`src/wilder_rsi_stream_assert.svh`:
```
// ----------------------------------------------------------------------------
// Assertion macros for the Wilder RSI stream block.
// Both macros sample on clk and are disabled while arst_n is low.
// ----------------------------------------------------------------------------
`ifndef WILDER_RSI_STREAM_ASSERT_SVH
`define WILDER_RSI_STREAM_ASSERT_SVH

// Same-cycle implication.
`define WRS_ASSERT_IMP(label, ante, cons, msg) \
	label: assert property (@(posedge clk) disable iff (!arst_n) (ante) |-> (cons)) \
		else $error(msg);

// Next-cycle implication.
`define WRS_ASSERT_NXT(label, ante, cons, msg) \
	label: assert property (@(posedge clk) disable iff (!arst_n) (ante) |=> (cons)) \
		else $error(msg);

`endif

```
`src/wrs_pkg.sv`:
```
// ----------------------------------------------------------------------------
// wrs_pkg
// Widths, constants and sequencer states of the Wilder RSI stream block.
// ----------------------------------------------------------------------------
package wrs_pkg;

	localparam int ACC_W       = 56;          // sums and averages, Q.FRACTION_BITS
	localparam int COUNT_W     = 9;           // series index, saturating
	localparam int PERIOD_W    = 8;           // period register
	localparam int PCAP_W      = 10;          // width that holds any period cap
	localparam int RSI_W       = 14;          // RSI in hundredths of a percent
	localparam int OUT_TDATA_W = 16;          // rsi_value padded to bytes
	localparam int PROD_W      = ACC_W + RSI_W;
	localparam int DIV_R_W     = ACC_W + 1;   // remainder / divisor (gain + loss)
	localparam int DIV_CNT_W   = 6;           // step count, up to ACC_W - 1

	localparam logic [PERIOD_W-1:0]  PERIOD_RESET = 8'd14;
	localparam logic [RSI_W-1:0]     RSI_FULL     = 14'd10000;
	localparam logic [COUNT_W-1:0]   COUNT_MAX    = 9'd511;
	localparam logic [DIV_CNT_W-1:0] AVG_LAST     = DIV_CNT_W'(ACC_W - 1);
	localparam logic [DIV_CNT_W-1:0] RSI_LAST     = DIV_CNT_W'(RSI_W - 1);

	typedef enum logic [8:0] {
		S_IDLE  = 9'b000000001,
		S_PREP  = 9'b000000010,
		S_MUL   = 9'b000000100,
		S_ADD   = 9'b000001000,
		S_LOAD  = 9'b000010000,
		S_DIV   = 9'b000100000,
		S_RMUL  = 9'b001000000,
		S_RLOAD = 9'b010000000,
		S_OUT   = 9'b100000000
	} state_t;

endpackage

```
`src/wilder_rsi_stream.sv`:
```
// ----------------------------------------------------------------------------
// wilder_rsi_stream
// Streaming Wilder relative strength index over closing prices, with one
// shared multiplier and one shared shift-subtract divider under a sequencer.
// Sequence: a first or warm-up price passes S_PREP and S_OUT; the price
//   that completes the first average divides both sums by the period; a
//   smoothed price multiplies, adds and divides per average; both then
//   divide for the ratio unless either average is zero. A new price waits
//   for S_IDLE. Divider, 1 bit per cycle: 56 steps per average, 14 for the ratio.
// Reset (arst_n low): period returns to 14, series state clears, no output.
// ----------------------------------------------------------------------------
module wilder_rsi_stream #(
	parameter int PRICE_BITS    = 32,   // 8..48
	parameter int FRACTION_BITS = 16,   // 8..24
	parameter int MAX_PERIOD    = 255   // 2..1023
) (
	input  logic                                clk,
	input  logic                                arst_n,
	// configuration: smoothing_period
	input  logic                                cfg_wr_en,
	input  logic [wrs_pkg::PERIOD_W-1:0]        cfg_wr_data,
	// input stream
	input  logic                                s_tvalid,
	output logic                                s_tready,
	input  logic [((PRICE_BITS+7)/8)*8-1:0]     s_tdata,   // close_price
	input  logic                                s_tuser,   // start_series
	// output stream
	output logic                                m_tvalid,
	input  logic                                m_tready,
	output logic [wrs_pkg::OUT_TDATA_W-1:0]     m_tdata,   // rsi_value
	output logic                                m_tuser    // rsi_valid
);

	import wrs_pkg::*;

	localparam logic [PCAP_W-1:0] PERIOD_CAP = PCAP_W'(MAX_PERIOD);

	// ------------------------------------------------------------------------
	// Registers
	// ------------------------------------------------------------------------
	state_t                 state_q;
	logic [PERIOD_W-1:0]    period_cfg_q;

	// series state
	logic [PRICE_BITS-1:0]  prev_close_q;
	logic [COUNT_W-1:0]     items_q;
	logic [ACC_W-1:0]       gain_acc_q;
	logic [ACC_W-1:0]       loss_acc_q;

	// captured transaction and its difference
	logic [PRICE_BITS-1:0]  price_q;
	logic                   start_q;
	logic [ACC_W-1:0]       x_gain_q;
	logic [ACC_W-1:0]       x_loss_q;

	// sequencer flags
	logic                   sel_loss_q;   // 0: working on gain, 1: on loss
	logic                   smooth_q;     // Wilder smoothing, not initial average
	logic                   rsi_mode_q;   // divider computing the ratio

	// shared multiplier output
	logic [PROD_W-1:0]      prod_q;

	// shared divider: remainder, dividend/quotient shifter, divisor, step
	logic [DIV_R_W-1:0]     div_rem_q;
	logic [ACC_W-1:0]       div_quo_q;
	logic [DIV_R_W-1:0]     div_den_q;
	logic [DIV_CNT_W-1:0]   div_cnt_q;

	// finished result and output register
	logic [RSI_W-1:0]       res_rsi_q;
	logic                   res_valid_q;
	logic                   m_tvalid_q;
	logic [RSI_W-1:0]       out_rsi_q;
	logic                   out_valid_q;

	// ------------------------------------------------------------------------
	// Effective period: 0 acts as 1, values above the cap act as the cap
	// ------------------------------------------------------------------------
	logic [PCAP_W-1:0]      period_ext;
	logic [PCAP_W-1:0]      period_clip;
	logic [PERIOD_W-1:0]    period;

	always_comb begin
		period_ext  = (period_cfg_q == '0) ? PCAP_W'(1) : PCAP_W'(period_cfg_q);
		period_clip = (period_ext > PERIOD_CAP) ? PERIOD_CAP : period_ext;
		period      = period_clip[PERIOD_W-1:0];   // at most the register value, or 1 when it is 0
	end

	// ------------------------------------------------------------------------
	// Price difference, scaled to Q.FRACTION_BITS
	// ------------------------------------------------------------------------
	logic                   up_move;
	logic [PRICE_BITS-1:0]  move_abs;
	logic [ACC_W-1:0]       move_fx;
	logic [ACC_W-1:0]       gain_x;
	logic [ACC_W-1:0]       loss_x;

	always_comb begin
		up_move  = price_q > prev_close_q;
		move_abs = up_move ? (price_q - prev_close_q) : (prev_close_q - price_q);
		move_fx  = ACC_W'(move_abs) << FRACTION_BITS;
		gain_x   = up_move ? move_fx : '0;
		loss_x   = up_move ? '0 : move_fx;
	end

	// phase of this price: index below, at, or past the period
	logic                   idx_below;
	logic                   idx_equal;
	logic [COUNT_W-1:0]     items_inc;

	assign idx_below = items_q < COUNT_W'(period);
	assign idx_equal = items_q == COUNT_W'(period);
	assign items_inc = (items_q == COUNT_MAX) ? items_q : items_q + COUNT_W'(1);

	// ------------------------------------------------------------------------
	// Shared multiplier: avg * (period - 1) for smoothing, gain * 10000 for RSI
	// ------------------------------------------------------------------------
	logic [ACC_W-1:0]       acc_sel;
	logic [ACC_W-1:0]       x_sel;
	logic [ACC_W-1:0]       mul_a;
	logic [RSI_W-1:0]       mul_b;
	logic [PROD_W-1:0]      prod_d;
	logic [ACC_W-1:0]       smooth_sum;

	always_comb begin
		acc_sel    = sel_loss_q ? loss_acc_q : gain_acc_q;
		x_sel      = sel_loss_q ? x_loss_q : x_gain_q;
		mul_a      = (state_q == S_RMUL) ? gain_acc_q : acc_sel;
		mul_b      = (state_q == S_RMUL) ? RSI_FULL : RSI_W'(period - PERIOD_W'(1));
		prod_d     = PROD_W'(mul_a) * PROD_W'(mul_b);
		smooth_sum = prod_q[ACC_W-1:0] + x_sel;   // wraps modulo 2^56
	end

	// ------------------------------------------------------------------------
	// Shared restoring divider step, one quotient bit per cycle
	// ------------------------------------------------------------------------
	logic [DIV_R_W:0]       div_shift;
	logic                   div_ge;
	logic [DIV_R_W:0]       div_sub;
	logic [DIV_R_W-1:0]     div_rem_d;
	logic [ACC_W-1:0]       div_quo_d;
	logic [DIV_CNT_W-1:0]   div_last;

	always_comb begin
		div_shift = {div_rem_q, div_quo_q[ACC_W-1]};
		div_ge    = div_shift >= {1'b0, div_den_q};
		div_sub   = div_shift - {1'b0, div_den_q};
		div_rem_d = div_ge ? div_sub[DIV_R_W-1:0] : div_shift[DIV_R_W-1:0];
		div_quo_d = {div_quo_q[ACC_W-2:0], div_ge};
		div_last  = rsi_mode_q ? RSI_LAST : AVG_LAST;
	end

	// ------------------------------------------------------------------------
	// Handshakes
	// ------------------------------------------------------------------------
	logic in_fire;
	logic out_load;

	assign s_tready = (state_q == S_IDLE);
	assign in_fire  = s_tvalid && s_tready;
	// result moves to the output register once the previous one is taken
	assign out_load = (state_q == S_OUT) && (!m_tvalid_q || m_tready);

	assign m_tvalid = m_tvalid_q;
	assign m_tdata  = OUT_TDATA_W'(out_rsi_q);
	assign m_tuser  = out_valid_q;

	// ------------------------------------------------------------------------
	// Configuration register
	// ------------------------------------------------------------------------
	always_ff @(posedge clk or negedge arst_n) begin
		if (!arst_n) begin
			period_cfg_q <= PERIOD_RESET;
		end else if (cfg_wr_en) begin
			period_cfg_q <= cfg_wr_data;
		end
	end

	// ------------------------------------------------------------------------
	// Sequencer and series state
	// ------------------------------------------------------------------------
	always_ff @(posedge clk or negedge arst_n) begin
		if (!arst_n) begin
			state_q      <= S_IDLE;
			prev_close_q <= '0;
			items_q      <= '0;
			gain_acc_q   <= '0;
			loss_acc_q   <= '0;
			sel_loss_q   <= 1'b0;
			smooth_q     <= 1'b0;
			rsi_mode_q   <= 1'b0;
		end else begin
			unique case (state_q)
				S_IDLE: begin
					if (in_fire) begin
						state_q <= S_PREP;
					end
				end

				S_PREP: begin
					if (start_q || items_q == '0) begin
						// first price of a series: no difference yet
						prev_close_q <= price_q;
						items_q      <= COUNT_W'(1);
						gain_acc_q   <= '0;
						loss_acc_q   <= '0;
						state_q      <= S_OUT;
					end else begin
						prev_close_q <= price_q;
						items_q      <= items_inc;
						sel_loss_q   <= 1'b0;
						if (idx_below || idx_equal) begin
							gain_acc_q <= gain_acc_q + gain_x;
							loss_acc_q <= loss_acc_q + loss_x;
							smooth_q   <= 1'b0;
							// at index == period the sums become averages
							state_q    <= idx_equal ? S_LOAD : S_OUT;
						end else begin
							smooth_q <= 1'b1;
							state_q  <= S_MUL;
						end
					end
				end

				S_MUL: begin
					state_q <= S_ADD;
				end

				S_ADD: begin
					if (sel_loss_q) begin
						loss_acc_q <= smooth_sum;
					end else begin
						gain_acc_q <= smooth_sum;
					end
					state_q <= S_LOAD;
				end

				S_LOAD: begin
					rsi_mode_q <= 1'b0;
					state_q    <= S_DIV;
				end

				S_DIV: begin
					if (div_cnt_q == div_last) begin
						if (rsi_mode_q) begin
							state_q <= S_OUT;
						end else begin
							if (sel_loss_q) begin
								loss_acc_q <= div_quo_d;
								state_q    <= S_RMUL;
							end else begin
								gain_acc_q <= div_quo_d;
								sel_loss_q <= 1'b1;
								state_q    <= smooth_q ? S_MUL : S_LOAD;
							end
						end
					end
				end

				S_RMUL: begin
					// zero loss gives full scale, zero gain gives zero
					if (loss_acc_q == '0 || gain_acc_q == '0) begin
						state_q <= S_OUT;
					end else begin
						state_q <= S_RLOAD;
					end
				end

				S_RLOAD: begin
					rsi_mode_q <= 1'b1;
					state_q    <= S_DIV;
				end

				S_OUT: begin
					if (out_load) begin
						state_q <= S_IDLE;
					end
				end

				default: begin
					state_q <= S_IDLE;
				end
			endcase
		end
	end

	// ------------------------------------------------------------------------
	// Datapath registers (no reset)
	// ------------------------------------------------------------------------
	always_ff @(posedge clk) begin
		if (in_fire) begin
			price_q <= s_tdata[PRICE_BITS-1:0];
			start_q <= s_tuser;
		end

		if (state_q == S_PREP) begin
			x_gain_q    <= gain_x;
			x_loss_q    <= loss_x;
			// result for a price that produces no average yet
			res_rsi_q   <= '0;
			res_valid_q <= 1'b0;
		end

		if (state_q == S_MUL || state_q == S_RMUL) begin
			prod_q <= prod_d;
		end

		// divide the selected accumulator by the period
		if (state_q == S_LOAD) begin
			div_rem_q <= '0;
			div_quo_q <= acc_sel;
			div_den_q <= DIV_R_W'(period);
			div_cnt_q <= '0;
		end

		// 10000 * G / (G + L): the high part of the product is already below
		// the divisor, so only the low RSI_W bits need shifting in
		if (state_q == S_RLOAD) begin
			div_rem_q <= DIV_R_W'(prod_q[PROD_W-1:RSI_W]);
			div_quo_q <= {prod_q[RSI_W-1:0], (ACC_W-RSI_W)'(0)};
			div_den_q <= DIV_R_W'(gain_acc_q) + DIV_R_W'(loss_acc_q);
			div_cnt_q <= '0;
		end

		if (state_q == S_DIV) begin
			div_rem_q <= div_rem_d;
			div_quo_q <= div_quo_d;
			div_cnt_q <= div_cnt_q + DIV_CNT_W'(1);
			if (rsi_mode_q && div_cnt_q == div_last) begin
				res_rsi_q   <= div_quo_d[RSI_W-1:0];
				res_valid_q <= 1'b1;
			end
		end

		if (state_q == S_RMUL) begin
			res_valid_q <= 1'b1;
			if (loss_acc_q == '0) begin
				res_rsi_q <= RSI_FULL;
			end else begin
				res_rsi_q <= '0;
			end
		end

		if (out_load) begin
			out_rsi_q   <= res_rsi_q;
			out_valid_q <= res_valid_q;
		end
	end

	// ------------------------------------------------------------------------
	// Output register valid
	// ------------------------------------------------------------------------
	always_ff @(posedge clk or negedge arst_n) begin
		if (!arst_n) begin
			m_tvalid_q <= 1'b0;
		end else if (out_load) begin
			m_tvalid_q <= 1'b1;
		end else if (m_tready) begin
			m_tvalid_q <= 1'b0;
		end
	end

	// ------------------------------------------------------------------------
	// Assertions
	// ------------------------------------------------------------------------
`include "wilder_rsi_stream_assert.svh"

	`WRS_ASSERT_NXT(a_accept_starts_prep, in_fire, state_q == S_PREP, "accept did not start work")
	`WRS_ASSERT_IMP(a_div_rem_below_den, state_q == S_DIV, div_rem_q < div_den_q, "divider remainder out of range")
	`WRS_ASSERT_IMP(a_result_in_range, state_q == S_OUT, res_rsi_q <= RSI_FULL, "rsi above full scale")
	`WRS_ASSERT_IMP(a_invalid_is_zero, state_q == S_OUT && !res_valid_q, res_rsi_q == '0, "invalid rsi not zero")

endmodule
```
`config.mk`:
```
export PLATFORM = sky130hd
export DESIGN_NAME = wilder_rsi_stream
export DESIGN_NICKNAME = d
export VERILOG_FILES = /design/src/wrs_pkg.sv /design/src/wilder_rsi_stream.sv
export VERILOG_INCLUDE_DIRS = /design/src /design/src/src
export SDC_FILE = /design/constraint.sdc
export NUM_CORES = 2
export LEC_CHECK = 0
export BUFFER_PORTS_ARGS = -buffer_cell sky130_fd_sc_hd__buf_4
export CAP_MARGIN = 20
export CORE_ASPECT_RATIO = 0.75
export CORE_MARGIN = 2
export CORE_UTILIZATION = 55
export CTS_CLUSTER_DIAMETER = 200
export CTS_CLUSTER_SIZE = 12
export DETAILED_ROUTE_END_ITERATION = 8
export PLACE_DENSITY = 0.74
export SLEW_MARGIN = 5
export SYNTH_ARGS = -nofsm -noshare
export SYNTH_HDL_FRONTEND = slang
export SYNTH_SLANG_ARGS = --single-unit
```
`constraint.sdc`:
```
create_clock -name clk -period 13.4 [get_ports clk]
set_input_delay 2.01 -clock clk [delete_from_list [all_inputs] [get_ports clk]]
set_output_delay 2.01 -clock clk [all_outputs]
set_load 0.02 [all_outputs]
```
==> flow_summary.json <==
{
  "critPathSlowestCell": "o31ai_2",
  "grt_use_total": 0.383,
  "drive_gt1_frac": 0.0501,
  "drcViolationCount": 0,
  "drtPass1Iterations": 7,
  "synth_edf_count": 358,
  "arrival_ns": 10.98,
  "slew_headroom": 0.212,
  "die_h_um": 292,
  "power_density_nw_per_um2": 194,
  "vias": 51500,
  "worst_path_largest_cell_delay_ns": 0.89,
  "routed_wirelength_um": 217000,
  "gp_congestion": 1.06,
  "fin_tns_setup_ns": 0,
  "area_delta_synth_final_pct": 5.77,
  "cts-root-buf": "clkbuf_16",
  "grt_overflow": 0,
  "p_leak_nw": 29.8,
  "slew_violations": 0,
  "clk_pin_slew_ns": 0.08,
  "holdPathStages": 0,
  "finalNetCount": 7762,
  "tritoncts": "done",
  "clk_latency_ns": 0.67,
  "max_cap_viol_count": 0,
  "fmax_mhz": 94.6,
  "grt_pass1_vias": 49800,
  "start_util": 0.555,
  "cts_sinks": 547,
  "core_um2": 109000,
  "drtIter0Drc": 6385,
  "rsz0062_at_grt": "no",
  "setup-violations-final": 0,
  "ys_ff_latch": 547,
  "setup_slack_ns": 2.83,
  "antenna_found_initial": 15,
  "fin_skew_ns": 0.0513,
  "wl_met2_um": 86600,
  "hp-start": "res_rsi_q[9]$_DFF_P_",
  "vdd_drop_max_mv": 0.216,
  "yosysTopAreaCell": "fa_1",
  "postPlaceCellArea_um2": 62700,
  "dp_hpwl_um": 174000,
  "critPathCaptureType": "register",
  "outcome": "finished clean",
  "synth_top_area_frac": 0.215,
  "final_util": 0.587,
  "ys_types": 95,
  "portBuffers": 62,
  "postCtsSetupBuffers": 0,
  "critPathKind": "register to register",
  "final_common_cell": "nand2_1",
  "hold_viol": 0,
  "worstSetupStartpointType": "register",
  "numCtsBuffers": 51,
  "worstReg2RegEnd": "prod_q[68]$_DFFE_PP_",
  "vias_per_cell": 6.32,
  "rows": 105,
  "ant_nets": 0,
  "holdCritPathClass": "register to register",
  "fin_crit_ns": 10.57,
  "synth_cells": 6729,
  "timing.final.crit_share": 0.789,
  "yosys_warnings": 0,
  "grt_start_max_net_pins": 95,
  "cts_resized": 0,
  "met3_length_um": 30400,
  "die_area_um2": 113000,
  "synth_ff_type": "edfxtp_1",
  "ctsLongestPathBuffers": 3,
  "ys_seq_area_frac": 0.254,
  "synthArstFlopShare": 0.318,
  "io_pins": 65,
  "total_power_mw": 12.5,
  "worst_pin_slew_ns": 1.18,
  "post-place-ws_ns": 2.85,
  "reg2reg_slack_ns": 2.83,
  "final_cell_mix": "nand2_1, inv_1, fa_1",
  "final_cell_area_um2": 64200,
  "die_x_um": 388,
  "drt-met1-wl_um": 92100,
  "cts_hold_buf": 0,
  "cp_max_fo": 62,
  "wl_per_cell_um": 26.7,
  "crit_top_cell": "fa_1",
  "top_layer": "met5",
  "hold_path_end": "out_rsi_q[9]$_DFFE_PP_",
  "syn_area_per_cell_um2": 9.02,
  "r2r_start": "state_q[1]$_DFFE_PN0P_",
  "netlist_area_um2": 60700,
  "grt_first_pass_wirelength_um": 325000,
  "yosys-top-cells-area": "fa_1, edfxtp_1, ha_1",
  "fillers": 9768,
  "reg2reg_depth": 29,
  "htreeDepth": 2,
  "critPathRequiredTime_ns": 13.81
}
routing by layer:
layer	up-vias	GRT usage
li1	22700	-
met1	25400	0.559
met2	2966	0.531
met3	444	0.134
met4	22	0.117
met5	-	0
worst max-delay path by stage:
stage               slack [ns]                    to  depth (start not counted)                         from
floorplan                 4.58  prod_q[68]$_DFFE_PP_                         35  period_cfg_q[2]$_DFFE_PN1P_
global placement          3.05  prod_q[68]$_DFFE_PP_                         32  period_cfg_q[2]$_DFFE_PN1P_
detailed placement        2.85  prod_q[67]$_DFFE_PP_                         32  period_cfg_q[6]$_DFFE_PN0P_
CTS                       2.78  prod_q[67]$_DFFE_PP_                         32  period_cfg_q[2]$_DFFE_PN1P_
global route              2.23  prod_q[68]$_DFFE_PP_                         29       state_q[1]$_DFFE_PN0P_
finish                    2.83  prod_q[68]$_DFFE_PP_                         29       state_q[1]$_DFFE_PN0P_
logic make-up (layout without fill, tap and decap cells):
family,count (synthesis),in the layout,synth area share
compound gates,1592,1592,0.161
xor+xnor,327,327,0.0472
fa+ha+maj,1071,1071,0.301
buf+inv,1047,1005,0.0659
flops,547,547,0.254
mux,148,148,0.0251
other cells,1,10,0.0000618
simple gates,1996,1996,0.145
synth_stat cells (35+ instances only):
master    instances
a21o_1          222
a21oi_1         503
a31oi_1          55
clkbuf_1        259
dfrtp_1         170
edfxtp_1        358
fa_1            652
ha_1            419
inv_1           752
mux2_2           35
mux2i_1         113
nand2_1         822
nand2b_1         92
nand3_1          93
nand4_1          73
nor2_1          583
nor2b_1          38
nor3_1           91
nor4_1           53
o211ai_1         38
o21a_1           40
o21ai_0         430
o21bai_1         65
xnor2_1         202
xor2_1          125
stage by stage:
step	instances	hold slack, ns
CTS	8131	0.438
detailed placement	8035	0.423
floorplan	6730	0.408
global placement	8034	0.416
finish	8140	0.438
global route	8133	0.442
state kept, by name, indices dropped and copies added (netlist names), 6 cells and up:
signal and flops:
state_q 9, prev_close_q 32, div_quo_q 56, period_cfg_q 8, div_cnt_q 6, out_rsi_q 14, div_den_q 57, price_q 32
div_rem_q 57, prod_q 70, items_q 9, loss_acc_q 56, x_loss_q 32, x_gain_q 32, gain_acc_q 56, res_rsi_q 14
power by group:
part	switching [mW]	leakage, nW	internal (mW)
clock network	0.727	0.698	0.721
logic	5.34	23.1	3.02
registers	0.455	5.96	2.22
area by class of cell:
type | count | area (um2) | area share
Antenna cell | 8 | 20.0 | 0.000312
Clock inverter | 4 | 55.1 | 0.000857
Inverter | 754 | 2830 | 0.0441
Sequential cell | 547 | 15400 | 0.240
Timing Repair Buffer | 155 | 1190 | 0.0186
Tap cell | 1444 | 1810 | 0.0281
Multi-Input combinational cell | 5136 | 41500 | 0.646
Clock buffer | 92 | 1430 | 0.0223
critical path: cells and delay by family (launching register included):
kind            cells  cell delay, ns
fa+ha+maj           7            3.46
buf+inv             5            1.14
compound gates      6            2.49
simple gates       10            2.49
flops               1            0.45
xor+xnor            1            0.14
(Power assumes the default switching activity.)
